==> src/rtl/ecs_pkg.sv <==
package ecs_pkg;

  localparam int unsigned NumFloors = 32;
  localparam int unsigned FloorW    = 5;
  localparam int unsigned MapW      = 32;
  localparam int unsigned CarW      = 4;
  localparam int unsigned DirW      = 2;
  localparam int unsigned CfgW      = 8;
  localparam int unsigned CostW     = 20;

  // sum of target distances: at most MapW targets, each at most 31 floors away
  localparam int unsigned DsumW  = 10;
  // plus up to two extra legs of at most 31 floors each
  localparam int unsigned DistW  = 11;
  // targets + current-way stops + stops passed, at most 3 * MapW
  localparam int unsigned NStopW = 7;
  localparam int unsigned PaW    = DistW + CfgW;
  localparam int unsigned PbW    = NStopW + CfgW;

  localparam int unsigned ScanLen = (NumFloors > MapW) ? MapW : NumFloors;
  localparam int unsigned StepW   = (ScanLen > 1) ? $clog2(ScanLen) : 1;

  localparam logic [MapW-1:0] FloorMask = (NumFloors >= MapW) ? {MapW{1'b1}} :
      MapW'((64'(1) << NumFloors) - 64'(1));

  localparam int unsigned QueueDepth = 2;
  localparam int unsigned QPtrW      = $clog2(QueueDepth);

  localparam logic [DirW-1:0] DirNone = 2'd0;
  localparam logic [DirW-1:0] DirUp   = 2'd1;
  localparam logic [DirW-1:0] DirDown = 2'd2;

  localparam logic CfgFloorTravel = 1'b0;
  localparam logic CfgStop        = 1'b1;

  localparam logic [CfgW-1:0] CfgReset = 8'd1;
  localparam logic [CostW-1:0] CostMax = {CostW{1'b1}};

  typedef enum logic [1:0] {
    KindInfeasible = 2'd0,
    KindIdle       = 2'd1,
    KindSame       = 2'd2,
    KindReverse    = 2'd3
  } ecs_kind_e;

  typedef struct packed {
    logic [FloorW-1:0] pickup_floor;
    logic [DirW-1:0]   request_dir;
    logic [MapW-1:0]   target_floors;
    logic [CarW-1:0]   car_id;
    logic              car_idle;
    logic [FloorW-1:0] car_floor;
    logic [DirW-1:0]   car_dir;
    logic [MapW-1:0]   up_stops;
    logic [MapW-1:0]   down_stops;
    logic              last_candidate;
  } ecs_in_t;

  typedef struct packed {
    logic              found;
    logic [CarW-1:0]   chosen_car;
    logic [CostW-1:0]  chosen_cost;
  } ecs_out_t;

  typedef struct packed {
    ecs_kind_e         kind;
    logic              last;
    logic [CarW-1:0]   car_id;
    logic [FloorW-1:0] pickup;
    logic [FloorW-1:0] car_floor;
    logic [FloorW-1:0] lo;
    logic [FloorW-1:0] hi;
    logic              bet_en;
    logic              desc;
    logic              opp_en;
    logic [MapW-1:0]   targets;
    logic [MapW-1:0]   cur;
    logic [MapW-1:0]   opp;
  } ecs_task_t;

  function automatic logic [FloorW-1:0] floor_dist(input logic [FloorW-1:0] a,
                                                   input logic [FloorW-1:0] b);
    return (a > b) ? (a - b) : (b - a);
  endfunction

endpackage

==> src/rtl/ecs_front.sv <==
module ecs_front (
  input  logic              clk_i,
  input  logic              rst_ni,
  input  logic              in_valid_i,
  output logic              in_ready_o,
  input  ecs_pkg::ecs_in_t  in_data_i,
  output logic              task_valid_o,
  input  logic              task_ready_i,
  output ecs_pkg::ecs_task_t task_o
);

  ecs_pkg::ecs_task_t cls;
  logic [ecs_pkg::MapW-1:0] targets, ups, downs;
  logic cdir_up;

  ecs_pkg::ecs_task_t q_mem [ecs_pkg::QueueDepth];
  logic [ecs_pkg::QPtrW-1:0] wr_ptr_q, wr_ptr_d, rd_ptr_q, rd_ptr_d;
  logic [ecs_pkg::QPtrW:0]   count_q, count_d;
  logic push, pop;

  always_comb begin
    targets = in_data_i.target_floors & ecs_pkg::FloorMask;
    ups     = in_data_i.up_stops & ecs_pkg::FloorMask;
    downs   = in_data_i.down_stops & ecs_pkg::FloorMask;
    cdir_up = (in_data_i.car_dir == ecs_pkg::DirUp);

    cls.kind      = ecs_pkg::KindInfeasible;
    cls.last      = in_data_i.last_candidate;
    cls.car_id    = in_data_i.car_id;
    cls.pickup    = in_data_i.pickup_floor;
    cls.car_floor = in_data_i.car_floor;
    cls.targets   = targets;
    cls.lo        = in_data_i.pickup_floor;
    cls.hi        = in_data_i.car_floor;
    cls.bet_en    = 1'b0;
    cls.desc      = 1'b0;
    cls.opp_en    = 1'b0;
    cls.cur       = downs;
    cls.opp       = ups;

    priority if (targets == '0) begin
      cls.kind = ecs_pkg::KindInfeasible;
    end else if (in_data_i.car_idle) begin
      cls.kind = ecs_pkg::KindIdle;
    end else if (in_data_i.car_dir == in_data_i.request_dir ||
                 in_data_i.request_dir == ecs_pkg::DirNone) begin
      if ((in_data_i.request_dir == ecs_pkg::DirUp &&
           in_data_i.car_floor > in_data_i.pickup_floor) ||
          (in_data_i.request_dir == ecs_pkg::DirDown &&
           in_data_i.car_floor < in_data_i.pickup_floor)) begin
        cls.kind = ecs_pkg::KindInfeasible;
      end else begin
        cls.kind   = ecs_pkg::KindSame;
        cls.bet_en = (in_data_i.request_dir == ecs_pkg::DirUp) ||
                     (in_data_i.request_dir == ecs_pkg::DirDown);
        if (in_data_i.request_dir == ecs_pkg::DirUp) begin
          cls.cur = ups;
          cls.lo  = in_data_i.car_floor;
          cls.hi  = in_data_i.pickup_floor;
        end
      end
    end else begin
      cls.kind   = ecs_pkg::KindReverse;
      cls.desc   = cdir_up;
      cls.opp_en = cdir_up || (in_data_i.car_dir == ecs_pkg::DirDown);
      cls.cur    = cdir_up ? ups : downs;
      cls.opp    = cdir_up ? downs : ups;
    end
  end

  assign in_ready_o   = (count_q != (ecs_pkg::QPtrW+1)'(ecs_pkg::QueueDepth));
  assign task_valid_o = (count_q != '0);
  assign task_o       = q_mem[rd_ptr_q];
  assign push         = in_valid_i && in_ready_o;
  assign pop          = task_valid_o && task_ready_i;

  always_comb begin
    wr_ptr_d = push ? wr_ptr_q + 1'b1 : wr_ptr_q;
    rd_ptr_d = pop ? rd_ptr_q + 1'b1 : rd_ptr_q;
    count_d  = count_q + (ecs_pkg::QPtrW+1)'(push) - (ecs_pkg::QPtrW+1)'(pop);
  end

  always_ff @(posedge clk_i or negedge rst_ni) begin
    if (!rst_ni) begin
      wr_ptr_q <= '0;
      rd_ptr_q <= '0;
      count_q  <= '0;
    end else begin
      wr_ptr_q <= wr_ptr_d;
      rd_ptr_q <= rd_ptr_d;
      count_q  <= count_d;
    end
  end

  always_ff @(posedge clk_i) begin
    if (push) begin
      q_mem[wr_ptr_q] <= cls;
    end
  end

endmodule

==> src/rtl/ecs_back.sv <==
module ecs_back (
  input  logic                      clk_i,
  input  logic                      rst_ni,
  input  logic                      task_valid_i,
  output logic                      task_ready_o,
  input  ecs_pkg::ecs_task_t        task_i,
  input  logic [ecs_pkg::CfgW-1:0]  floor_travel_cost_i,
  input  logic [ecs_pkg::CfgW-1:0]  stop_cost_i,
  output logic                      out_valid_o,
  input  logic                      out_ready_i,
  output ecs_pkg::ecs_out_t         out_data_o
);

  typedef enum logic [4:0] {
    StIdle = 5'b00001,
    StScan = 5'b00010,
    StDist = 5'b00100,
    StMul  = 5'b01000,
    StAcc  = 5'b10000
  } ecs_state_e;

  ecs_state_e state_q, state_d;
  ecs_pkg::ecs_task_t tsk_q, tsk_d;
  logic [ecs_pkg::StepW-1:0]  step_q, step_d;
  logic                       found_q, found_d;
  logic [ecs_pkg::FloorW-1:0] far_q, far_d;
  logic [ecs_pkg::DsumW-1:0]  dsum_q, dsum_d;
  logic [ecs_pkg::NStopW-1:0] nstop_q, nstop_d;
  logic [ecs_pkg::DistW-1:0]  dist_q, dist_d;
  logic [ecs_pkg::PaW-1:0]    pa_q, pa_d;
  logic [ecs_pkg::PbW-1:0]    pb_q, pb_d;
  logic [ecs_pkg::CostW-1:0]  best_cost_q, best_cost_d;
  logic [ecs_pkg::CarW-1:0]   best_car_q, best_car_d;
  logic                       have_best_q, have_best_d;
  logic                       out_valid_q, out_valid_d;
  ecs_pkg::ecs_out_t          out_q, out_d;

  logic [ecs_pkg::FloorW-1:0] idx;
  logic                       tb, same_bit, rev_cur_bit, rev_opp_bit, beyond;
  logic [ecs_pkg::FloorW:0]   extra;
  logic [ecs_pkg::CostW-1:0]  cost;
  logic                       better, out_free;
  logic [ecs_pkg::CostW-1:0]  nb_cost;
  logic [ecs_pkg::CarW-1:0]   nb_car;
  logic                       nb_have;

  assign task_ready_o = (state_q == StIdle);
  assign out_valid_o  = out_valid_q;
  assign out_data_o   = out_q;
  assign out_free     = !out_valid_q || out_ready_i;

  always_comb begin
    idx = tsk_q.desc ?
          ecs_pkg::FloorW'(ecs_pkg::ScanLen - 1) - ecs_pkg::FloorW'(step_q) :
          ecs_pkg::FloorW'(step_q);
    tb       = tsk_q.targets[idx];
    same_bit = (tsk_q.kind == ecs_pkg::KindSame) && tsk_q.bet_en && tsk_q.cur[idx] &&
               (idx > tsk_q.lo) && (idx < tsk_q.hi);
    rev_cur_bit = (tsk_q.kind == ecs_pkg::KindReverse) && tsk_q.cur[idx];
    beyond = tsk_q.desc ? ((idx < far_q) && (idx > tsk_q.pickup)) :
                          ((idx > far_q) && (idx < tsk_q.pickup));
    rev_opp_bit = (tsk_q.kind == ecs_pkg::KindReverse) && tsk_q.opp_en && found_q &&
                  tsk_q.opp[idx] && beyond;

    if (tsk_q.kind == ecs_pkg::KindReverse) begin
      extra = {1'b0, ecs_pkg::floor_dist(tsk_q.car_floor, far_q)} +
              {1'b0, ecs_pkg::floor_dist(far_q, tsk_q.pickup)};
    end else begin
      extra = {1'b0, ecs_pkg::floor_dist(tsk_q.car_floor, tsk_q.pickup)};
    end

    cost   = ecs_pkg::CostW'(pa_q) + ecs_pkg::CostW'(pb_q);
    better = (tsk_q.kind != ecs_pkg::KindInfeasible) && (!have_best_q || cost < best_cost_q);
    nb_cost = better ? cost : best_cost_q;
    nb_car  = better ? tsk_q.car_id : best_car_q;
    nb_have = better || have_best_q;
  end

  always_comb begin
    state_d     = state_q;
    tsk_d       = tsk_q;
    step_d      = step_q;
    found_d     = found_q;
    far_d       = far_q;
    dsum_d      = dsum_q;
    nstop_d     = nstop_q;
    dist_d      = dist_q;
    pa_d        = pa_q;
    pb_d        = pb_q;
    best_cost_d = best_cost_q;
    best_car_d  = best_car_q;
    have_best_d = have_best_q;
    out_valid_d = out_valid_q && !out_ready_i;
    out_d       = out_q;

    unique case (state_q)
      StIdle: begin
        if (task_valid_i) begin
          tsk_d   = task_i;
          step_d  = '0;
          found_d = (task_i.cur == '0);
          far_d   = task_i.car_floor;
          dsum_d  = '0;
          nstop_d = '0;
          state_d = (task_i.kind == ecs_pkg::KindInfeasible) ? StAcc : StScan;
        end
      end
      StScan: begin
        if (tb) begin
          dsum_d = dsum_q + ecs_pkg::DsumW'(ecs_pkg::floor_dist(tsk_q.pickup, idx));
        end
        nstop_d = nstop_q + ecs_pkg::NStopW'(tb) + ecs_pkg::NStopW'(same_bit) +
                  ecs_pkg::NStopW'(rev_cur_bit) + ecs_pkg::NStopW'(rev_opp_bit);
        if (!found_q && tsk_q.cur[idx]) begin
          found_d = 1'b1;
          far_d   = idx;
        end
        step_d = step_q + 1'b1;
        if (step_q == ecs_pkg::StepW'(ecs_pkg::ScanLen - 1)) begin
          state_d = StDist;
        end
      end
      StDist: begin
        dist_d  = ecs_pkg::DistW'(dsum_q) + ecs_pkg::DistW'(extra);
        state_d = StMul;
      end
      StMul: begin
        pa_d    = ecs_pkg::PaW'(dist_q) * ecs_pkg::PaW'(floor_travel_cost_i);
        pb_d    = ecs_pkg::PbW'(nstop_q) * ecs_pkg::PbW'(stop_cost_i);
        state_d = StAcc;
      end
      StAcc: begin
        if (!tsk_q.last) begin
          best_cost_d = nb_cost;
          best_car_d  = nb_car;
          have_best_d = nb_have;
          state_d     = StIdle;
        end else if (out_free) begin
          out_d.found       = nb_have;
          out_d.chosen_car  = nb_have ? nb_car : '0;
          out_d.chosen_cost = nb_have ? nb_cost : '0;
          out_valid_d       = 1'b1;
          best_cost_d       = ecs_pkg::CostMax;
          best_car_d        = '0;
          have_best_d       = 1'b0;
          state_d           = StIdle;
        end
      end
      default: begin
        state_d = StIdle;
      end
    endcase
  end

  always_ff @(posedge clk_i or negedge rst_ni) begin
    if (!rst_ni) begin
      state_q     <= StIdle;
      step_q      <= '0;
      found_q     <= 1'b0;
      best_cost_q <= ecs_pkg::CostMax;
      best_car_q  <= '0;
      have_best_q <= 1'b0;
      out_valid_q <= 1'b0;
    end else begin
      state_q     <= state_d;
      step_q      <= step_d;
      found_q     <= found_d;
      best_cost_q <= best_cost_d;
      best_car_q  <= best_car_d;
      have_best_q <= have_best_d;
      out_valid_q <= out_valid_d;
    end
  end

  always_ff @(posedge clk_i) begin
    tsk_q   <= tsk_d;
    far_q   <= far_d;
    dsum_q  <= dsum_d;
    nstop_q <= nstop_d;
    dist_q  <= dist_d;
    pa_q    <= pa_d;
    pb_q    <= pb_d;
    out_q   <= out_d;
  end

endmodule

==> src/rtl/elevator_dispatch_cost_select.sv <==
// Channel   Handshake                   Payload
// in        in_valid_i / in_ready_o     in_data_i  (one candidate car)
// out       out_valid_o / out_ready_i   out_data_o (best car, on last candidate)
// cfg       cfg_we_i                    cfg_idx_i, cfg_data_i
//
// A feasible candidate passes the back end in order: load, a scan of each
// floor in the bitmaps, then distance, multiply and compare steps. An
// infeasible one goes from load straight to compare. A 2-beat queue keeps the
// input open while the back end scans; a full output register stalls only a
// last candidate. Reset sets both cost weights to 1 and clears the running best.
module elevator_dispatch_cost_select (
  input  logic                      clk_i,
  input  logic                      rst_ni,
  input  logic                      in_valid_i,
  output logic                      in_ready_o,
  input  ecs_pkg::ecs_in_t          in_data_i,
  output logic                      out_valid_o,
  input  logic                      out_ready_i,
  output ecs_pkg::ecs_out_t         out_data_o,
  input  logic                      cfg_we_i,
  input  logic                      cfg_idx_i,
  input  logic [ecs_pkg::CfgW-1:0]  cfg_data_i
);

  logic [ecs_pkg::CfgW-1:0] ftc_q, ftc_d, sc_q, sc_d;
  logic               task_valid, task_ready;
  ecs_pkg::ecs_task_t task_data;

  always_comb begin
    ftc_d = ftc_q;
    sc_d  = sc_q;
    if (cfg_we_i) begin
      unique case (cfg_idx_i)
        ecs_pkg::CfgFloorTravel: ftc_d = cfg_data_i;
        ecs_pkg::CfgStop:        sc_d  = cfg_data_i;
        default: begin
          ftc_d = ftc_q;
        end
      endcase
    end
  end

  always_ff @(posedge clk_i or negedge rst_ni) begin
    if (!rst_ni) begin
      ftc_q <= ecs_pkg::CfgReset;
      sc_q  <= ecs_pkg::CfgReset;
    end else begin
      ftc_q <= ftc_d;
      sc_q  <= sc_d;
    end
  end

  ecs_front u_front (
    .clk_i        (clk_i),
    .rst_ni       (rst_ni),
    .in_valid_i   (in_valid_i),
    .in_ready_o   (in_ready_o),
    .in_data_i    (in_data_i),
    .task_valid_o (task_valid),
    .task_ready_i (task_ready),
    .task_o       (task_data)
  );

  ecs_back u_back (
    .clk_i               (clk_i),
    .rst_ni              (rst_ni),
    .task_valid_i        (task_valid),
    .task_ready_o        (task_ready),
    .task_i              (task_data),
    .floor_travel_cost_i (ftc_q),
    .stop_cost_i         (sc_q),
    .out_valid_o         (out_valid_o),
    .out_ready_i         (out_ready_i),
    .out_data_o          (out_data_o)
  );

endmodule

==> config.mk <==
export PLATFORM = sky130hd
export DESIGN_NAME = elevator_dispatch_cost_select
export DESIGN_NICKNAME = d
export VERILOG_FILES = /design/src/rtl/ecs_pkg.sv /design/src/rtl/ecs_front.sv /design/src/rtl/ecs_back.sv /design/src/rtl/elevator_dispatch_cost_select.sv
export SDC_FILE = /design/constraint.sdc
export NUM_CORES = 1
export LEC_CHECK = 0
export ABC_CLOCK_PERIOD_IN_PS = 7700
export BUFFER_PORTS_ARGS = -buffer_cell sky130_fd_sc_hd__buf_2
export CAP_MARGIN = 40
export CORE_MARGIN = 4
export CORE_UTILIZATION = 25
export CTS_CLUSTER_SIZE = 10
export DETAILED_ROUTE_END_ITERATION = 8
export HOLD_SLACK_MARGIN = 0.02
export PLACE_DENSITY_LB_ADDON = 0.1
export SKIP_LAST_GASP = 1
export SYNTH_ARGS = -nofsm -noshare
export SYNTH_HDL_FRONTEND = slang
export SYNTH_SLANG_ARGS = --single-unit
==> constraint.sdc <==
create_clock -name clk_i -period 7.7 [get_ports clk_i]
set_input_delay 1.155 -clock clk_i [delete_from_list [all_inputs] [get_ports clk_i]]
set_output_delay 1.155 -clock clk_i [all_outputs]
set_load 0.02 [all_outputs]
Yosys cells after proc, flatten, opt, wreduce, memory -nomap -nowiden
Memory sizes are Yosys's and may differ from the RTL's.
Index checks and enable logic that the tools add are counted.
Cells by class
  bitwise logic cells: 1
  magnitude comparators: 14
  $add $sub $neg: 22
  $mul: 2
  mux-type cells: 63
  equality and inequality tests: 20
  reduce and logical (&&, ||, !) cells: 45
Operators by type and width (number)
  32-bit 2-to-1 mux: 6
  64-bit 2-to-1 mux: 2
  5-bit 2-to-1 mux: 13
  32-bit zero test: 2
  20-bit 2-to-1 mux: 3
  5-bit > comparator: 8
  5-bit subtractor: 8
  10-bit 2-to-1 mux: 3
  7-bit by 1-bit adder with 7-bit output: 4
  13-bit 2-to-1 mux: 2
  5-bit one-hot mux with 5 select lines: 1
  11-bit 2-to-1 mux: 2
  19-bit by 15-bit adder with 20-bit output: 1
  20-bit < comparator: 1
  5-bit < comparator: 4
  10-bit one-hot mux with 2 select lines: 1
  5-bit one-hot mux with 2 select lines: 2
  11-bit by 8-bit multiplier with 19-bit output: 1
  1-bit logical AND: 18
  1-bit binary-select mux with 5-bit select: 3
  7-bit by 8-bit multiplier with 15-bit output: 1
  7-bit one-hot mux with 2 select lines: 1
  1-bit 2-to-1 mux: 13
  4-bit 2-to-1 mux: 3
  other kinds (31): 64
Storage, ports and cells
  bits in registers: 275
  RAM bits: 252
  bits of input ports: 130
  memories: 1
  output and inout port bits: 27
  word-level logic and storage cells: 202
Memories
  u_front.q_mem: depth 2, bits a word 126, rd ports 1, clocked after memory_dff 0, write ports 1, RTL line ecs_front.sv:16  | ecs_pkg::ecs_task_t q_mem [ecs_pkg::QueueDepth];

Depth between registers and ports, before layout
Gate-level depths: netlist (run 1).
  depth after elaboration: 11
  depth in mapped cells: 20
  depth with buffers taken out: 20

Modules after synthesis
Synthesis (run 1) repeated with hierarchy kept, for this count alone.
Second synthesis, totals
  cell total of the unflattened synthesis: 2477
  area, all modules: 30600.6 um^2
By module, submodules not included
  ecs_back: cells each 1681, area an instance 18786.8 um^2, instances 1, seq. area each 7498.4 um^2
  ecs_front: cells each 761, area an instance 11169.5 um^2, instances 1, seq. area each 7667.4 um^2
  elevator_dispatch_cost_select: cells each 35, area an instance 644.4 um^2, instances 1, seq. area each 402.9 um^2

Worst setup path before layout (run 1)
OpenSTA, ideal clock, no wires.
  kind: input to register
  from: input port in_valid_i
  to: memory u_front.q_mem[0][0] (netlist bit), enable pin
  data required time: 7.087 ns
  stages on the path: 2
  path slack: 0.601 ns
  setup time: 0.613 ns
  buffers on the path: 0
  data arrival time: 6.486 ns
  path through: nand2_1 -> nor2_1
Between the ends
  longest elaborated chain between the ends: 3
RTL lines
  start: declaration: RTL line elevator_dispatch_cost_select.sv:14  | input logic in_valid_i,
  1-bit logical AND: RTL line ecs_front.sv:74  | assign push = in_valid_i && in_ready_o;
  1-bit 2-to-1 mux: RTL line ecs_front.sv:96  | if (push) begin
  1-bit 2-to-1 mux (not written as such): RTL line ecs_front.sv:97  | q_mem[wr_ptr_q] <= cls;
  end: declaration: RTL line ecs_front.sv:16
No other way between the ends.

Final worst setup path (run 1)
  from: register u_back.step_q[1] (netlist bit)
  to: register u_back.dsum_q[8] (netlist bit) (data pin)
Between the ends
  longest elaborated chain between the ends: 7
  elaborated cells between the ends (all ways): 9
  classes of those cells: add/sub (4); order compare (1); mux (4)
RTL lines
  start: declaration: RTL line ecs_back.sv:24  | logic [ecs_pkg::StepW-1:0] step_q, step_d;
  start signal: assignment: RTL line ecs_back.sv:166  | step_q <= step_d;
  5-bit subtractor: RTL line ecs_back.sv:54  | ecs_pkg::FloorW'(ecs_pkg::ScanLen - 1) - ecs_pkg::FloorW'(step_q) :
  5-bit 2-to-1 mux (*): RTL line ecs_back.sv:53  | idx = tsk_q.desc ?
  5-bit subtractor / 5-bit > comparator (equally long branches): RTL line ecs_pkg.sv:83  | return (a > b) ? (a - b) : (b - a);
  5-bit 2-to-1 mux (*): RTL line ecs_pkg.sv:83
  10-bit by 5-bit adder with 10-bit output (*): RTL line ecs_back.sv:110  | dsum_d = dsum_q + ecs_pkg::DsumW'(ecs_pkg::floor_dist(tsk_q.pickup, idx));
  10-bit 2-to-1 mux (*): RTL line ecs_back.sv:109  | if (tb) begin
  10-bit one-hot mux with 2 select lines (*): RTL line ecs_back.sv:96  | unique case (state_q)
  end signal: assignment: RTL line ecs_back.sv:178  | dsum_q <= dsum_d;
  end: declaration: RTL line ecs_back.sv:27  | logic [ecs_pkg::DsumW-1:0] dsum_q, dsum_d;
Mark *: on every way between the ends. The rest lies on a longest branch, timed or not. The select of a mux whose other input is x is not followed.
A chain may end at the register's enable or synchronous reset.

==> metrics.log, run 1 <==
INFO  metric run_status = complete, no violations
INFO  metric synth_top_cell_area_share = 47.5%
INFO  metric synth.cell_area = about 0.03 mm²
INFO  metric period_share = 71.2%
INFO  metric globalRouteTotalUtil = 12.4%
INFO  metric final_design_area_no_fill = about 0.035 mm²
INFO  metric fp.dieArea = around 0.12 mm²
INFO  metric cts-hold-fix-buffers = 0
INFO  metric critical_path_data_required_time = 8.02 ns
INFO  metric finalNetCount = 2886
INFO  metric routed_met2_length = 38.6 mm
INFO  metric synthesis.instances = about 2300
INFO  metric final_hold_viol_count = 0
INFO  metric synth_largest_area_cell = sky130_fd_sc_hd__edfxtp_1
INFO  metric layout_cells_sized_above_1 = between 20% and 30%
INFO  metric critical_path.max_fanout = 44
INFO  metric final_wtd_congestion = 0.772
INFO  metric num-fill-cells = 12000
INFO  metric max_cap_violations = 0
INFO  metric slowest_delay = 0.70 ns
INFO  metric peakVddDrop = 203 µV
INFO  metric dominant_combinational_cell_family_by_area_after_synthesis = adder cells
INFO  metric adder_and_majority_gate_portion_of_the_synthesized_area = approximately 15%
INFO  metric clock_tree.buffer_depth = 3
INFO  metric critical_path.endpoint_type = flip-flop
INFO  metric dr.pass1.iters = 5
INFO  metric synth_simple_gate_area_share = 9.51%
INFO  metric grt_pass1_wl = around 120 mm
INFO  metric drt_drc_violations_left = 0
INFO  metric synthesis.area_per_instance = 13.0 µm²
INFO  metric vias_per_cell = 4.45
INFO  metric cts_tree = yes
INFO  metric async_flop_share = a little over a tenth
INFO  metric clk_transition_reported_paths = 0.05 ns
INFO  metric worstSetupPathType = flip-flop to flip-flop
INFO  metric cts-buffers-inserted = 69
INFO  metric post_cts.repair.setup_buffers = 0
INFO  metric startpoint_type = flip-flop
INFO  metric p_total = about 16 mW
INFO  metric synth_fp_nets = 2701
INFO  metric h_tree_levels = 3
INFO  metric hold_path_class = flip-flop to flip-flop
INFO  metric grt_antenna_before_repair = 0
INFO  metric worst_ep_arrival_time = 5.80 ns
INFO  metric num_vias = 18000
INFO  metric timing.critical_path.max_delay_family = compound AO/OA/AOI/OAI gates
INFO  metric grt_start_max_net_pins = 99
INFO  metric whs = 0.483 ns
INFO  metric ports_placed_on_the_boundary = roughly 160
INFO  metric synth.mux.area_fraction = between 10% and 20%
INFO  metric met3_length = ~2.4 mm
INFO  metric critical_path_slowest_stage_cell = sky130_fd_sc_hd__a2111oi_0
INFO  metric cts_resized = 0
INFO  metric yosysSeqAreaShare = 52.4%
INFO  metric fp.dieW = 353 µm
INFO  metric timing.clock.skew = between 0.03 and 0.04 ns
INFO  metric post_synth_xor_area_fraction = under 10%
INFO  metric final.setup.tns = 0 ns
INFO  metric detailedPlacementHpwl = 57.0 mm
INFO  metric insertion_delay_of_the_later_clocked_pin_in_the_worst_skew_pair = 0.64 ns
INFO  metric timing_max_transition_violations_final = 0
INFO  metric netlist-cell-type-count = 69
INFO  metric relSlewSlack = approximately 42%
INFO  metric globalRoute.totalOverflow = 0
INFO  metric rows = 126
INFO  metric dpl_cell_area = about 0.032 mm²
INFO  metric tritoncts_num_sinks = 527
INFO  metric route.layer.met1.wl = 33.6 mm
INFO  metric worstPathBufferInverterCount = 2
INFO  metric yosys-top-cells-area = sky130_fd_sc_hd__edfxtp_1 (48%), sky130_fd_sc_hd__ha_1 (7.9%), sky130_fd_sc_hd__mux2_2 (7.1%)
INFO  metric placeableCoreArea = about 0.12 mm²
INFO  metric powerDensity = 461 mW/mm²
INFO  metric power.static_leakage = ~14 nW
INFO  metric fmax = 182 MHz
INFO  metric setup-violations-final = 0
INFO  metric synth.top_cells.by_count = sky130_fd_sc_hd__edfxtp_1 (470), sky130_fd_sc_hd__nand2_1 (264), sky130_fd_sc_hd__inv_1 (191)
INFO  metric fraction_of_the_mapped_netlist_area_in_compound_gates = 6.77%
INFO  metric antenna_left = 0
INFO  metric initial_core_util = 25.2%
INFO  metric rsz_0062_raised_after_global_routing = no
INFO  metric ys_dominant_reg_cell = sky130_fd_sc_hd__edfxtp_1
INFO  metric antennaDiodeCount = 0
INFO  metric route.top_layer_used = met4
INFO  metric post_synthesis_sequential_element_count = 527
INFO  metric flow.area_growth_from_synthesis = 16.5%
INFO  metric yosysWarnings = 0
INFO  metric routed_wire_length_per_instance = 19.0 µm
INFO  metric clk_root_buffer_cell = sky130_fd_sc_hd__clkbuf_16
INFO  metric port-buffer-count = around 160
INFO  metric die_h = 353 µm
INFO  metric final_core_utilization = 29.3%
INFO  metric first_global_vias = between 15000 and 20000
INFO  metric detail_route.wirelength = 77.0 mm
INFO  metric reg2reg_setup_slack = around 2.2 ns
INFO  metric tightestPinTransition = 0.866 ns
INFO  metric most_common_cell_in_the_netlist = sky130_fd_sc_hd__edfxtp_1
INFO  metric path_cells = buf_4, xor2_2, inv_1, ha_1, o21ai_0, a21boi_0, o31ai_4, mux2i_1, a2111oi_0, a2111oi_0, ha_1, nor2b_1, o21ai_0, or3_1, a21oi_1
INFO  metric detailed_route_iter0_violations = roughly 770
INFO  metric synth_edf_count = between 400 and 500
INFO  metric period_needed = 5.49 ns
-- cells by family (layout without fill, tap and decap cells) --
| family | count (synthesis) | in the layout |
|---|---|---|
| simple gates | 586 | 586 |
| mux | 247 | 247 |
| fa+ha+maj | 286 | 286 |
| compound gates | 298 | 298 |
| flops | 527 | 527 |
| buf+inv | 266 | 498 |
| xor+xnor | 75 | 75 |
-- layout by cell type, fill, tap and decap left out, types with 46 or more instances in the layout --
master / n
sky130_fd_sc_hd__a21oi_1: 73
sky130_fd_sc_hd__and2_1: 81
sky130_fd_sc_hd__buf_2: 156
sky130_fd_sc_hd__clkbuf_16: 69
sky130_fd_sc_hd__edfxtp_1: 470
sky130_fd_sc_hd__fa_1: 98
sky130_fd_sc_hd__ha_1: 188
sky130_fd_sc_hd__inv_1: 190
sky130_fd_sc_hd__mux2_2: 186
sky130_fd_sc_hd__mux4_2: 46
sky130_fd_sc_hd__nand2_1: 264
sky130_fd_sc_hd__nor2_1: 66
sky130_fd_sc_hd__o21ai_0: 50
sky130_fd_sc_hd__xnor2_1: 47
-- layer usage --
metal,GRT usage [%],vias up
met2,21.8,293
met1,15.5,8967
li1,-,8653
met5,0,-
met4,4.50,0
met3,1.95,121
-- report_power, final --
part / internal [mW] / switching, mW / leakage, nW / total (mW)
registers: 4.52 / 0.580 / 5.04 / 5.10
clock network: 1.77 / 1.24 / 1.03 / 3.01
logic: 3.49 / 4.33 / 7.46 / 7.82
total: 9.78 / 6.16 / 13.5 / 15.9
-- through the flow --
stage                     cells  setup slack [ns]
final                      4053              2.21
after floorplan            2285             0.601
after global routing       4053              1.61
after global placement     3928              2.16
after detailed placement   3935              2.12
after CTS                  4053              2.09
-- final timing paths --
path                                          from                     end  cells past startpoint
worst min register to register  u_front.count_q[0]       u_back.state_q[0]                      1
max in group asynchronous                   rst_ni                 sc_q[0]                      3
worst min-delay path            u_front.count_q[0]       u_back.state_q[0]                      1
min in group asynchronous                   rst_ni  u_back.best_cost_q[15]                      2
worst max-delay path              u_back.step_q[1]        u_back.dsum_q[8]                     15
worst max register to register    u_back.step_q[1]        u_back.dsum_q[8]                     15
-- state kept, by name, indices dropped and copies added, names as in the netlist --
| signal | flops |
|---|---|
| ftc_q | 8 |
| sc_q | 8 |
| u_back.best_car_q | 4 |
| u_back.best_cost_q | 20 |
| u_back.dist_q | 11 |
| u_back.dsum_q | 10 |
| u_back.far_q | 5 |
| u_back.found_q | 1 |
| u_back.have_best_q | 1 |
| u_back.nstop_q | 7 |
| u_back.out_data_o | 25 |
| u_back.out_valid_o | 1 |
| u_back.pa_q | 19 |
| u_back.pb_q | 15 |
| u_back.state_q | 5 |
| u_back.step_q | 5 |
| u_back.tsk_q | 126 |
| u_front.count_q | 2 |
| u_front.q_mem | 252 |
| u_front.rd_ptr_q | 1 |
| u_front.wr_ptr_q | 1 |
-- cell type report --
cell class	instances	area, µm²	share of cell area, %
Clock buffer	91	1850	5.35
Timing Repair Buffer	188	1090	3.16
Clock inverter	27	290	0.839
Tap cell	1536	1920	5.56
Multi-Input combinational cell	1492	13100	38.0
Inverter	192	723	2.09
Sequential cell	527	15600	45.0
Power figures use the tool's default switching activity.
==> run 2: changes to the inputs <==
- ABC_AREA: unset -> 1
- ABC_CLOCK_PERIOD_IN_PS: 7700 -> 5250
- clock period: 7.7 -> 5.25 ns (I/O delays scaled with it)
==> run 2 against run 1 <==
Compared with the run above:
- synthesized area rose by 3.1%
- critical endpoint is now u_back.dist_q[9]
- highest routed layer is now met5
- critical path type unchanged
- first-iteration DRC count rose by 35%
- global-route usage rose by 1.1 points
- clock skew fell by 0.0052 ns
==> metrics.log, run 2 <==
INFO  metric period_share = approximately nine tenths
INFO  metric relSlewSlack = approximately 28%
INFO  metric synth_top_cell_area_share = around 46%
INFO  metric most_common_cell_in_the_netlist = sky130_fd_sc_hd__nand2_1
INFO  metric globalRoute.totalOverflow = 0
INFO  metric path_cells = inv_1, ha_1, nand2_1, o21ai_0, a21oi_1, nor2_1, o21ai_1, mux2_2, fa_1, nand2_1, nand2_1, a21oi_1, o21ai_0, a21oi_1, a21oi_1, ha_1, nand2_1, o21ai_0, a21o_1, nand2_1, nor3_1, xor2_1
INFO  metric detailedPlacementHpwl = approximately 61 mm
INFO  metric yosysWarnings = 0
INFO  metric period_needed = about 4.7 ns
INFO  metric layoutNonFillerInstCount = 5068
INFO  metric startpoint_type = flip-flop
INFO  metric timing_max_transition_violations_final = 0
INFO  metric setup-violations-final = 0
INFO  metric hold-path-cell-count = 1
INFO  metric grt_start_max_net_pins = 128
INFO  metric final.setup.tns = 0 ns
INFO  metric power.clock.fraction = 18.4%
INFO  metric critical_path_data_required_time = 5.59 ns
INFO  metric grt_pass1_wl = around 130 mm
INFO  metric worst_r2r_endpoint = u_back.dist_q[9]
INFO  metric tightestPinTransition = 1.07 ns
INFO  metric async_flop_share = 10.8%
INFO  metric slowest_delay = 0.49 ns
INFO  metric cts_tree = yes
INFO  metric netlist-cell-type-count = 56
INFO  metric globalRouteTotalUtil = 13.6%
INFO  metric critical_path_slowest_stage_cell = sky130_fd_sc_hd__edfxtp_1
INFO  metric die_h = 358 µm
INFO  metric final_core_utilization = 29.2%
INFO  metric hold_path.startpoint = in_data_i[74]
INFO  metric top_register = u_front.q_mem
INFO  metric rsz_0062_raised_after_global_routing = no
INFO  metric flow.area_growth_from_synthesis = 16.1%
INFO  metric ys_dominant_reg_cell = sky130_fd_sc_hd__edfxtp_1
INFO  metric finalNetCount = approximately 3800
INFO  metric run_status = complete, no violations
INFO  metric max_cap_violations = 0
INFO  metric vias_per_cell = 4.18
INFO  metric fp.dieArea = 0.128 mm²
INFO  metric port-buffer-count = approximately 160
INFO  metric power.static_leakage = 16.2 nW
INFO  metric routed_wire_length_per_instance = 16.9 µm
INFO  metric clock_tree.buffer_depth = 3
INFO  metric post_synthesis_sequential_element_count = 527
INFO  metric antenna_left = 0
INFO  metric synth.top_cells.by_count = sky130_fd_sc_hd__nand2_1 (1098), sky130_fd_sc_hd__edfxtp_1 (470), sky130_fd_sc_hd__inv_1 (429)
INFO  metric detail_route.wirelength = roughly 86 mm
INFO  metric post_cts.repair.setup_buffers = 0
INFO  metric power.combinational.fraction = 50.6%
INFO  metric r2r_start = u_back.far_q[1]
INFO  metric yosys-top-cells-area = sky130_fd_sc_hd__edfxtp_1 (46%), sky130_fd_sc_hd__nand2_1 (13%), sky130_fd_sc_hd__ha_1 (7.7%)
INFO  metric synth_edf_count = 470
INFO  metric seq_power_share = 31.0%
INFO  metric final_wtd_congestion = 0.793
INFO  metric p_switching = 10.7 mW
INFO  metric synthesis.instances = around 3300
INFO  metric layout_cells_sized_above_1 = 10.5%
INFO  metric h_tree_levels = 3
INFO  metric largest_reg_flops = 252
INFO  metric fmax = 211 MHz
INFO  metric timing.clock.skew = 0.0341 ns
INFO  metric num_vias = 21200
INFO  metric final_hold_viol_count = 0
INFO  metric rows = 128
INFO  metric fp.dieW = 358 µm
INFO  metric drt_drc_violations_left = 0
INFO  metric critical_path.max_fanout = 5
INFO  metric dr.pass1.iters = 5
INFO  metric worst-r2r-cell-count = 22
INFO  metric dp_slack = around 0.52 ns
INFO  metric placeableCoreArea = 0.122 mm²
INFO  metric setup_slack = just over 0.5 ns
INFO  metric detailed_route_iter0_violations = between 1000 and 1500
INFO  metric cp_common_cell = sky130_fd_sc_hd__nand2_1
INFO  metric intPower = 13.8 mW
INFO  metric reg2reg_setup_slack = 0.52 ns
INFO  metric synth.cell_area = around 0.03 mm²
INFO  metric power.share.switching = 43.6%
INFO  metric critical_path.endpoint_type = flip-flop
INFO  metric initial_core_util = 25.2%
INFO  metric worst_ep_arrival_time = roughly 5.1 ns
INFO  metric cts-buffers-inserted = 69
INFO  metric insertion_delay_of_the_later_clocked_pin_in_the_worst_skew_pair = 0.63 ns
INFO  metric clk_transition_reported_paths = 0.06 ns
INFO  metric most_frequent_standard_cell_in_the_layout_excluding_fill_and_tap_cells = sky130_fd_sc_hd__nand2_1
INFO  metric ports_placed_on_the_boundary = roughly 160
INFO  metric clk_root_buffer_cell = sky130_fd_sc_hd__clkbuf_16
INFO  metric first_global_vias = about 22000
INFO  metric powerDensity = between 600 and 700 mW/mm²
INFO  metric synthesis.area_per_instance = roughly 9.4 µm²
INFO  metric grt_antenna_before_repair = 10
INFO  metric placed_cells = 4957
INFO  metric hold-path-endpoint = u_front.q_mem[1][120]
INFO  metric synth_largest_area_cell = sky130_fd_sc_hd__edfxtp_1
INFO  metric synth_fp_nets = 3670
INFO  metric tritoncts_num_sinks = 527
INFO  metric yosysSeqAreaShare = 50.8%
INFO  metric hold_path_class = input pin to flip-flop
INFO  metric worstSetupPathType = flip-flop to flip-flop
INFO  metric layout.cells.most_common_list = sky130_fd_sc_hd__nand2_1 (1098), sky130_fd_sc_hd__edfxtp_1 (470), sky130_fd_sc_hd__inv_1 (429)
INFO  metric peakVddDrop = 335 µV
[run 2: changes by cell type after synthesis, sizes merged, moves of 30 or more]
| cell | before | now |
|---|---|---|
| nor2 | 67 | 127 |
| a21oi | 73 | 124 |
| nand3 | 25 | 143 |
| inv | 192 | 433 |
| mux2 | 191 | 7 |
| o21ai | 53 | 184 |
| nand2 | 264 | 1105 |
| mux4 | 46 | 0 |
| nor2b | 30 | 0 |
| clkbuf | 57 | 87 |
| and2 | 81 | 0 |
[run 2: critical path: cells and delay by family, from the launching register on]
family | cells | cell delay [ns]
AND/OR/NAND/NOR | 7 | 0.58
XOR/XNOR | 1 | 0.09
adder cells (fa/ha/maj) | 3 | 1.09
flip-flops | 1 | 0.49
multiplexers | 1 | 0.43
buffers and inverters | 1 | 0.26
AO/OA/AOI/OAI | 9 | 1.49
[run 2: kinds of logic (layout without fill, tap and decap cells)]
family / count (synthesis) / in the layout / synth area share (%)
AO/OA/AOI/OAI: 358 / 358 / 6.30
XOR/XNOR: 83 / 83 / 2.55
adder cells (fa/ha/maj): 286 / 286 / 14.1
buffers and inverters: 565 / 753 / 7.25
flip-flops: 527 / 527 / 50.8
multiplexers: 9 / 9 / 0.323
other: 0 / 1 / 0
AND/OR/NAND/NOR: 1426 / 1426 / 18.7
[run 2: worst max path at each step]
stage / from / endpoint / slack (ns)
after global placement: u_back.tsk_q[97] / u_back.nstop_q[6] / 0.54
final: u_back.far_q[1] / u_back.dist_q[9] / 0.52
after CTS: u_back.far_q[1] / u_back.dist_q[9] / 0.47
after detailed placement: u_back.far_q[1] / u_back.dist_q[9] / 0.52
after floorplan: in_valid_i / u_front.q_mem[1][0] / 0.62
after global routing: u_back.far_q[2] / u_back.dist_q[9] / 0.02
[run 2: area by class of cell]
cell class                      count  area (µm²)
Multi-Input combinational cell   2162       12900
Tap cell                         1625        2030
Antenna cell                        1        2.50
Sequential cell                   527       15600
Clock buffer                       88        1840
Fill cell                       12800       86200
Timing Repair Buffer              208        1250
Inverter                          436        1640
Clock inverter                     21         299
[run 2: per-layer routing]
| layer | wire [µm] | GRT usage, % | vias to the layer above |
|---|---|---|---|
| li1 | - | - | 10900 |
| met1 | 41300 | 18.7 | 9896 |
| met2 | 39500 | 22.3 | 326 |
| met3 | 3120 | 2.06 | 108 |
| met4 | 1910 | 3.79 | 4 |
| met5 | 27 | 0 | - |
[run 2: power by group through the flow]
| stage | logic (mW) | clock network [mW] | registers [mW] |
|---|---|---|---|
| floorplan | 9.04 | 0 | 7.27 |
| detailed placement | 12.7 | 0 | 7.68 |
| global route | 14.4 | 4.89 | 7.74 |
| CTS | 12.8 | 4.72 | 7.61 |
| finish | 12.4 | 4.51 | 7.58 |
| global placement | 12.8 | 0 | 7.72 |
[run 2: repair_timing]
action	CTS	global route
gates resized for setup	0	0
hold buffers	1	0
endpoints found under the hold margin	3	0
setup endpoints to repair	0	0
[run 2: stage by stage]
stage | power (mW) | hold slack [ns] | cell area (µm²)
after floorplan | 16.3 | 0.449 | 30600
after global placement | 20.5 | 0.465 | 33300
after detailed placement | 20.4 | 0.471 | 33400
after CTS | 25.1 | 0.295 | 35500
after global routing | 27.1 | 0.309 | 35500
final | 24.5 | 0.359 | 35500
==> run 3: changes to the inputs <==
==> constraint.sdc (replaced) <==
create_clock -name clk_i -period 5.25 [get_ports clk_i]
set_input_delay 1.05 -clock clk_i [delete_from_list [all_inputs] [get_ports clk_i]]
set_output_delay 1.05 -clock clk_i [all_outputs]
set_load 0.02 [all_outputs]
==> run 3 against run 2 <==
Compared with the run above:
- routed wire length about the same
- register-to-register slack improved by 0.02 ns
- clock power down 2%
- critical path depth unchanged
- maximum frequency grew 0.47%
- critical endpoint unchanged
- highest routed layer unchanged
==> metrics.log, run 3 (synthesis gave the netlist of run 2 again) <==
INFO  metric layout.cells.most_common_list = sky130_fd_sc_hd__nand2_1 (1098), sky130_fd_sc_hd__edfxtp_1 (470), sky130_fd_sc_hd__inv_1 (429)
INFO  metric tritoncts_num_sinks = 527
INFO  metric grt_pass1_wl = 133 mm
INFO  metric relSlewSlack = 46.1%
INFO  metric globalRoute.totalOverflow = 0
INFO  metric final_wtd_congestion = 0.792
INFO  metric cts_resized = 0
INFO  metric final_hold_viol_count = 0
INFO  metric antenna_left = 0
INFO  metric dpl_cell_area = approximately 0.033 mm²
INFO  metric cts_tree = yes
INFO  metric detailed_route_iter0_violations = 1010
INFO  metric hold_path_class = input pin to asynchronous set/reset pin
INFO  metric num-fill-cells = 12900
INFO  metric rows = ~130
INFO  metric h_tree_levels = 3
INFO  metric initial_core_util = 25.2%
INFO  metric power.combinational.fraction = between 50% and 60%
INFO  metric final_design_area_no_fill = 0.0355 mm²
INFO  metric rsz_0062_raised_after_global_routing = no
INFO  metric power.clock.fraction = 18.2%
INFO  metric num_vias = 21300
INFO  metric antennaDiodeCount = 0
INFO  metric period_share = 89.8%
INFO  metric fp.dieArea = 0.128 mm²
INFO  metric placeableCoreArea = 0.122 mm²
INFO  metric power.share.switching = 43.7%
INFO  metric die_h = approximately 360 µm
INFO  metric routed_wire_length_per_instance = 17.0 µm
INFO  metric period_needed = 4.71 ns
INFO  metric post_cts.repair.setup_buffers = 0
INFO  metric largest_reg_flops = 252
INFO  metric run_status = complete, no violations
INFO  metric dr.pass1.iters = 5
INFO  metric detail_route.wirelength = about 86 mm
INFO  metric powerDensity = 688 mW/mm²
INFO  metric clk_transition_reported_paths = 0.05 ns
INFO  metric cts-hold-fix-buffers = 0
INFO  metric p_switching = 10.7 mW
INFO  metric whs = 0.408 ns
INFO  metric vias_per_cell = between 4 and 5
INFO  metric drt_drc_violations_left = 0
INFO  metric most_frequent_standard_cell_in_the_layout_excluding_fill_and_tap_cells = sky130_fd_sc_hd__nand2_1
INFO  metric globalRouteTotalUtil = 13.5%
INFO  metric startpoint_type = flip-flop
INFO  metric r2r_start = u_back.far_q[1]
INFO  metric setup_slack = 0.537 ns
INFO  metric insertion_delay_of_the_later_clocked_pin_in_the_worst_skew_pair = 0.63 ns
INFO  metric max_cap_violations = 0
INFO  metric detailedPlacementHpwl = approximately 62 mm
INFO  metric setup-violations-final = 0
INFO  metric port-buffer-count = 156
INFO  metric setup.worst_path.start = u_back.far_q[1]
INFO  metric layout_cells_sized_above_1 = 10.3%
INFO  metric timing.clock.skew = 0.0272 ns
INFO  metric critical_path.endpoint_type = flip-flop
INFO  metric flow.area_growth_from_synthesis = 15.8%
INFO  metric ports_placed_on_the_boundary = 157
INFO  metric peakVddDrop = 325 µV
INFO  metric grt_antenna_before_repair = 12
INFO  metric fp.dieW = 358 µm
INFO  metric tightestPinTransition = 0.808 ns
INFO  metric clock_tree.buffer_depth = 3
INFO  metric timing_max_transition_violations_final = 0
INFO  metric first_global_vias = 21700
INFO  metric clk_root_buffer_cell = sky130_fd_sc_hd__clkbuf_16
INFO  metric critical_path_data_required_time = between 5 and 6 ns
INFO  metric cts-buffers-inserted = 69
INFO  metric final.setup.tns = 0 ns
INFO  metric worstSetupPathType = flip-flop to flip-flop
INFO  metric critical_path.max_fanout = 5
INFO  metric top_register = u_front.q_mem
INFO  metric worst_ep_arrival_time = 5.09 ns
INFO  metric fmax = 212 MHz
INFO  metric intPower = 13.7 mW
INFO  metric grt_start_max_net_pins = 81
INFO  metric seq_power_share = a little under a third
INFO  metric power.static_leakage = 16.1 nW
INFO  metric dp_slack = 0.526 ns
INFO  metric finalNetCount = 3814
[run 3: cell types whose count changed in the layout (fill, tap and decap cells not counted), moves of 2 or more]
cell,previous run,this run
sky130_fd_sc_hd__clkbuf_16,71,69
sky130_fd_sc_hd__clkinv_2,5,3
sky130_fd_sc_hd__clkbuf_1,17,23
sky130_fd_sc_hd__inv_16,1,3
sky130_fd_sc_hd__buf_4,45,39
sky130_fd_sc_hd__buf_12,3,5
sky130_fd_sc_hd__clkinvlp_4,0,4
[run 3: area by class of cell]
type	count	area, µm²	share of cell area, %
tap	1625	2030	5.73
inverter	436	1640	4.63
timing repair buffer	202	1230	3.46
clock buffer	93	1830	5.15
multi-input combinational	2162	12900	36.4
sequential	527	15600	43.9
clock inverter	20	270	0.762
[run 3: stage by stage]
| step | util (%) | instances | total power, mW |
|---|---|---|---|
| final | 29.1 | 5065 | 24.4 |
| after CTS | 29.1 | 5065 | 25.0 |
| after detailed placement | 27.4 | 4952 | 20.4 |
| after global routing | 29.1 | 5065 | 27.0 |
| after global placement | 27.4 | 4950 | 20.5 |
| after floorplan | - | 3254 | 16.3 |
[run 3: per-layer routing]
layer  track usage (%)  up-vias  part of all wire, %
li1                  -    10800                    -
met1              18.7    10000                   48
met2              22.2      324                   46
met3              2.32      109                  3.5
met4              3.28        4                  2.2
met5                 0        -                0.031
[run 3: worst paths after layout]
path,to,slack [ns],depth (start not counted)
min in group clk_i,u_back.best_car_q[2],0.48,2
min,u_back.best_car_q[0],0.41,1
min reg2reg,u_back.best_car_q[2],0.48,2
max in group asynchronous,u_front.rd_ptr_q,3.82,2
max,u_back.dist_q[9],0.54,22
max reg2reg,u_back.dist_q[9],0.54,22
[run 3: worst max-delay path, stage by stage (launching register included)]
cell	delay, ns
sky130_fd_sc_hd__edfxtp_1	0.49
sky130_fd_sc_hd__inv_1	0.25
sky130_fd_sc_hd__ha_1	0.27
sky130_fd_sc_hd__nand2_1	0.08
sky130_fd_sc_hd__o21ai_0	0.13
sky130_fd_sc_hd__a21oi_1	0.16
sky130_fd_sc_hd__nor2_1	0.06
sky130_fd_sc_hd__o21ai_1	0.31
sky130_fd_sc_hd__mux2_2	0.43
sky130_fd_sc_hd__fa_1	0.45
sky130_fd_sc_hd__nand2_1	0.10
sky130_fd_sc_hd__nand2_1	0.06
sky130_fd_sc_hd__a21oi_1	0.16
sky130_fd_sc_hd__o21ai_0	0.10
sky130_fd_sc_hd__a21oi_1	0.13
sky130_fd_sc_hd__a21oi_1	0.06
sky130_fd_sc_hd__ha_1	0.36
sky130_fd_sc_hd__nand2_1	0.06
sky130_fd_sc_hd__o21ai_0	0.29
sky130_fd_sc_hd__a21o_1	0.17
sky130_fd_sc_hd__nand2_1	0.07
sky130_fd_sc_hd__nor3_1	0.17
sky130_fd_sc_hd__xor2_1	0.09
[run 3: power by group through the flow]
stage	logic, mW	registers [mW]	clock network (mW)
floorplan	9.04	7.27	0
global placement	12.8	7.71	0
detailed placement	12.7	7.66	0
CTS	12.8	7.60	4.62
global route	14.5	7.73	4.79
finish	12.4	7.57	4.44
